$ cat config.mk
export PLATFORM = sky130hd
export DESIGN_NAME = tli_front
export DESIGN_NICKNAME = d
export VERILOG_FILES = /design/src/rtl/core/tli_pkg.sv /design/src/rtl/core/tli_front.sv
export SDC_FILE = /design/constraint.sdc
export NUM_CORES = 1
export LEC_CHECK = 0
export CORE_AREA = 5 5 129 155
export DETAILED_ROUTE_END_ITERATION = 16
export DIE_AREA = 0 0 134 160
export DONT_BUFFER_PORTS = 1
export SETUP_SLACK_MARGIN = 0.2
export SLEW_MARGIN = 5
export SYNTH_ARGS = -nofsm -noshare
export SYNTH_HDL_FRONTEND = slang
export SYNTH_SLANG_ARGS = --single-unit
$ cat constraint.sdc
create_clock -name clk -period 9.9 [get_ports clk]
set_input_delay 0.99 -clock clk [delete_from_list [all_inputs] [get_ports clk]]
set_output_delay 0.99 -clock clk [all_outputs]
set_load 0.01 [all_outputs]
$ cat src/rtl/core/tli_pkg.sv
// Shared types and codes for the table linear interpolator.
package tli_pkg;

  // Operation codes carried by an input request.
  localparam logic OP_WRITE = 1'b0;
  localparam logic OP_QUERY = 1'b1;

  // Width of the entries-in-use register.
  localparam int unsigned CountW = 9;

  // Input request payload.
  typedef struct packed {
    logic               operation;
    logic [7:0]         entry_index;
    logic [31:0]        entry_energy;
    logic signed [31:0] entry_value;
    logic [31:0]        query_energy;
  } tli_in_t;

  // Result payload.
  typedef struct packed {
    logic signed [31:0] interpolated_value;
    logic               out_of_range;
  } tli_out_t;

  // Classified command passed from the front end to the back end.
  typedef struct packed {
    logic        is_query;
    logic        wr_en;
    logic [7:0]  idx;
    logic [31:0] energy;
    logic [31:0] value;
    logic [31:0] x;
  } tli_cmd_t;

endpackage

$ cat src/rtl/core/tli_front.sv
// Front end: accepts input requests, classifies them and queues commands.
module tli_front import tli_pkg::*; #(
  parameter int unsigned TABLE_DEPTH = 256
) (
  input  logic     clk,
  input  logic     rst_n,
  input  logic     in_valid,
  output logic     in_stall,
  input  tli_in_t  in_data,
  output logic     q_valid,
  output tli_cmd_t q_cmd,
  input  logic     q_pop
);

  tli_cmd_t   slot_r [2];
  logic       wr_ptr_r, wr_ptr_nxt;
  logic       rd_ptr_r, rd_ptr_nxt;
  logic [1:0] cnt_r, cnt_nxt;
  logic       push;
  tli_cmd_t   cmd_new;

  // Classify the request; writes beyond the table are dropped here.
  always_comb begin
    cmd_new.is_query = (in_data.operation == OP_QUERY);
    cmd_new.wr_en    = (in_data.operation == OP_WRITE) &&
                       (32'(in_data.entry_index) < 32'(TABLE_DEPTH));
    cmd_new.idx      = in_data.entry_index;
    cmd_new.energy   = in_data.entry_energy;
    cmd_new.value    = in_data.entry_value;
    cmd_new.x        = in_data.query_energy;
  end

  assign in_stall = (cnt_r == 2'd2);
  assign push     = in_valid && !in_stall;
  assign q_valid  = (cnt_r != 2'd0);
  assign q_cmd    = slot_r[rd_ptr_r];

  // Pointer and fill bookkeeping for the two-slot queue.
  always_comb begin
    wr_ptr_nxt = push ? ~wr_ptr_r : wr_ptr_r;
    rd_ptr_nxt = q_pop ? ~rd_ptr_r : rd_ptr_r;
    cnt_nxt    = cnt_r + 2'(push) - 2'(q_pop);
  end

  always_ff @(posedge clk) begin
    if (!rst_n) begin
      wr_ptr_r <= 1'b0;
      rd_ptr_r <= 1'b0;
      cnt_r    <= 2'd0;
    end else begin
      wr_ptr_r <= wr_ptr_nxt;
      rd_ptr_r <= rd_ptr_nxt;
      cnt_r    <= cnt_nxt;
    end
  end

  // Queue storage needs no reset.
  always_ff @(posedge clk) begin
    if (push) begin
      slot_r[wr_ptr_r] <= cmd_new;
    end
  end

endmodule

**Word level (Yosys, flattened, before mapping)**

Memory sizes are Yosys's and may differ from the RTL's. A register that Yosys moved wholly into a read port is not among the register bits.
Index checks and enable logic that the tools add are counted.

- Register bits: 4
- Latch bits: 0
- Memory bits (writable): 212
- Bits in read-only memories: 0
- Input bits: 109
- Output and inout port bits: 108
- Memories kept: 1

- $add $sub $neg: 2
- Multiply operators: 0
- Div/mod/pow operators: 0
- Order comparisons: 0
- Eq/ne operators: 1
- Shifts and indexed selects: 0
- Multiplexer cells: 4
- Bitwise logic cells: 3
- Reduce and logical (&&, ||, !) cells: 3

Memories:

| memory | words | width | read ports | clocked after memory_dff | write ports | line | RTL |
|---|---|---|---|---|---|---|---|
| slot_r | 2 | 106 | 1 | 1 | 1 | tli_front.sv:15 | `tli_cmd_t slot_r [2];` |

Operators with widths:

| operator | count |
|---|---|
| 2-to-1 mux 1 bit | 4 |
| NOT 1 bit | 3 |
| adder 2 x 1 -> 2 bit | 1 |
| equality test 2 bit, second input constant | 1 |
| nonzero test 2 bit | 1 |
| subtractor 2 x 1 -> 2 bit | 1 |
| logical AND 1 bit | 1 |
| logical NOT 1 bit | 1 |

**Depth between registers and ports, before layout**

- Word-level depth: 5
- Gate-level depth with buffers: 8

**Worst setup path after synthesis**

No wires, ideal clock.

- Path type: input to register
- Start point: input port in_valid
- End point: memory slot_r[0][0] (netlist bit), enable pin
- Library setup time: 0.572 ns
- Arrival: 5.494 ns
- Required time: 9.328 ns
- Path slack: 3.835 ns
- Stages on the path: 2
- Path buffers: 0
- Path through: nand2_1 nor2_1

- Longest elaborated chain between the ends: 3

Ends and longest elaborated chain:

| what | line | RTL |
|---|---|---|
| start, declared | tli_front.sv:7 | `input logic in_valid,` |
| logical AND 1 bit | tli_front.sv:34 | `assign push = in_valid && !in_stall;` |
| 2-to-1 mux 1 bit | tli_front.sv:59 | `if (push) begin` |
| 2-to-1 mux 1 bit (implied by the code) | tli_front.sv:60 | `slot_r[wr_ptr_r] <= cmd_new;` |
| end, declared | tli_front.sv:15 |  |

No other way between the ends.

==> results.ini <==
[outcome]
outcome = finished clean

[job]
cap_violations = 0

[timing]
period_share = 0.365
fin_hold_ws_ns = 0.513
drv_slew = 0
setup_viol = 0
rsz0062_at_grt = false
fmax_mhz = 277
hold_violations = 0
tightest_slew_ns = 0.919
min_period_ns = 3.62
max-slew-margin-rel = 0.387
timing.setup.tns_ns = 0
skew_ns = 0.0177

[logic_synthesis]
synth_fp_nets = 467
synth_area_per_cell_sq_um = 22.6
synth_xor_area_frac = 0.00327
synth_fa_ha_area_frac = 0.00311
synthArstFlopShare = 0
synth-main-ff-cell = edfxtp_1
synth_compound_area_frac = 0
netlist_instances = 356
syn-cell-area_sq_mm = 0.00804
synth.distinct_cells = 17
synth_top_family_by_area = multiplexers
ys_seq_elements = 217
synth-simple-area-share = 0.00669
ys_seq_area_frac = 0.804
synth_edf_count = 212
ys_warn_count = 0
synth.mux.area_fraction = 0.168

[clocking]
clkLatencyLatePin_ns = 0.50
cts_buffers = 22
clk_pin_slew_ns = 0.06
h-tree-depth = 1
ctsLongestPathBuffers = 3
cts_resized = 0
root_buffer = clkbuf_16
holdBufCountCts = 0
post-cts-setup-buffers = 0
cts_tree = done
cts_num_sinks = 217

[floorplanning]
rows = 54
die_w_um = 134
dieArea_sq_mm = 0.0214
die_h_um = 160
coreArea_sq_mm = 0.0182
io-pin-count = 217
start_util = 0.442

[critical_path]
cp_num_cells = 2
endpoint = q_cmd[1]
critPathCaptureType = output pin
reg2reg_to = slot_r[1][42]$_DFFE_PP_
worst_path_largest_cell_delay_ns = 0.83
reg2reg_from = cnt_r[0]$_SDFF_PN0_
crit_slowest_cell = buf_4
path_buf_inv = 1
critPathRequiredTime_ns = 8.91
ff2ff_path_depth = 3
start_kind = register
crit_path_max_fanout = 56
path_class = reg2out
path_delay_family = buffers and inverters
crit_arrival_ns = 2.63
path_cells = buf_4 -> mux2_2
r2r_slack_ns = 7.51

[detailed_routing]
drt-pass1-iter-count = 3
drt_iter0_drc = 112
drc = 0
viasPerCell = 5.28
wirelength_mm = 13.8
ant_nets = 0
wl_per_cell_um = 22.6
num_vias = 3220

[power]
total_leakage_power_nw = 3.00
fin_total_pwr_mw = 2.25
p_per_area_mw_per_mm2 = 252
vdd_drop_max_uv = 197

[global_routing]
antenna_found_initial = 0
grt_start_max_net_pins = 61
track_usage = 0.121
gr-total-overflow = 0
grt_pass1_wl_mm = 20.2
grt_pass1_vias = 3449

[layout]
num_antenna_cells = 0
fin_nets = 483
final_cell_area_sq_mm = 0.00893
final_util = 0.491
layout-drive-gt1-share = 0.368
syn_to_final_growth_pct = 11.1

[hold_path]
hp-class = reg2reg
worstHoldPathCells = 2

[placed_design]
hpwl_mm = 9.18
gp_congestion = 0.682
postPlaceCellArea_sq_mm = 0.00827
port_buffers = 0

-- layout by cell type (no fill, tap or decap) --
master / count
edfxtp_1: 212
mux2_2: 66
mux2_4: 40
clkbuf_16: 23
clkbuf_1: 6
inv_1: 4
clkinv_2: 4
clkinv_1: 4
dfxtp_1: 4
buf_4: 4
nor2_1: 3
nand2b_1: 2
nand2_1: 2
xnor2_1: 2
ha_1: 2
or2_2: 1
and3_4: 1
nor2_4: 1
and2_1: 1
mux2i_1: 1
xor2_1: 1
dfxtp_4: 1
bufinv_16: 1
-- worst min path at each step --
stage / startpoint / to / slack [ns]
6_report: rd_ptr_r$_SDFFE_PN0P_ / register / 0.51
5_1_grt: rd_ptr_r$_SDFFE_PN0P_ / register / 0.54
4_1_cts: rd_ptr_r$_SDFFE_PN0P_ / register / 0.52
3_5_place_dp: rd_ptr_r$_SDFFE_PN0P_ / register / 0.50
3_3_place_gp: rd_ptr_r$_SDFFE_PN0P_ / rd_ptr_r$_SDFFE_PN0P_ / 0.49
2_1_floorplan: wr_ptr_r$_SDFFE_PN0P_ / wr_ptr_r$_SDFFE_PN0P_ / 0.45
-- report_power, final --
part | total (mW) | switching [mW] | internal, mW
clock | 0.757 | 0.309 | 0.448
sequential | 1.21 | 0.0379 | 1.17
combinational | 0.288 | 0.179 | 0.109
total | 2.25 | 0.526 | 1.72
-- cells by family after synthesis --
| family | Yosys count |
|---|---|
| AND/OR/NAND/NOR | 11 |
| flip-flops | 217 |
| multiplexers | 107 |
| adder cells (fa/ha/maj) | 2 |
| buffers and inverters | 16 |
| XOR/XNOR | 3 |
-- Yosys cell counts (all sizes together), types with 2 or more instances --
master	count	area [sq um]
nand2	2	7.51
buf	12	97.6
nand2b	2	12.5
mux2	106	1340
inv	4	15.0
nor2	4	15.0
xnor2	2	17.5
ha	2	25.0
edfxtp	212	6370
dfxtp	5	100
-- through the flow --
stage          setup slack, ns  cells
6_report                  6.28    610
5_1_grt                   6.10    610
4_1_cts                   6.19    610
3_5_place_dp              6.73    572
3_3_place_gp              6.77    572
2_1_floorplan             3.83    356
-- metal layers --
metal | vias up | track usage | routed length [um]
met1 | 1606 | 0.123 | 4500
li1 | 1429 | - | -
met4 | 0 | 0.0374 | 305
met5 | - | 0 | 0
met2 | 160 | 0.211 | 7050
met3 | 25 | 0.0686 | 1930
-- state kept, by name (all words and copies together) (netlist names), named ones only --
signal / flops
cnt_r: 2
rd_ptr_r: 1
slot_r: 212
wr_ptr_r: 1
-- worst reg2reg max path: cells and delay by family, from the launching register on --
| kind | cells | cell delay, ns |
|---|---|---|
| buffers and inverters | 1 | 0.75 |
| DFF | 1 | 0.34 |
| and+or+nand+nor | 2 | 0.83 |
-- final cells by class --
cell class | instances | area [sq um]
fillers | 1460 | 9250
flip-flops and latches | 217 | 6470
multi-input cells | 123 | 1470
clock buffers | 29 | 598
well taps | 224 | 280
clock inverters | 9 | 65.1
repair buffers | 4 | 30.0
inverters | 4 | 15.0
(Power assumes the default switching activity.)
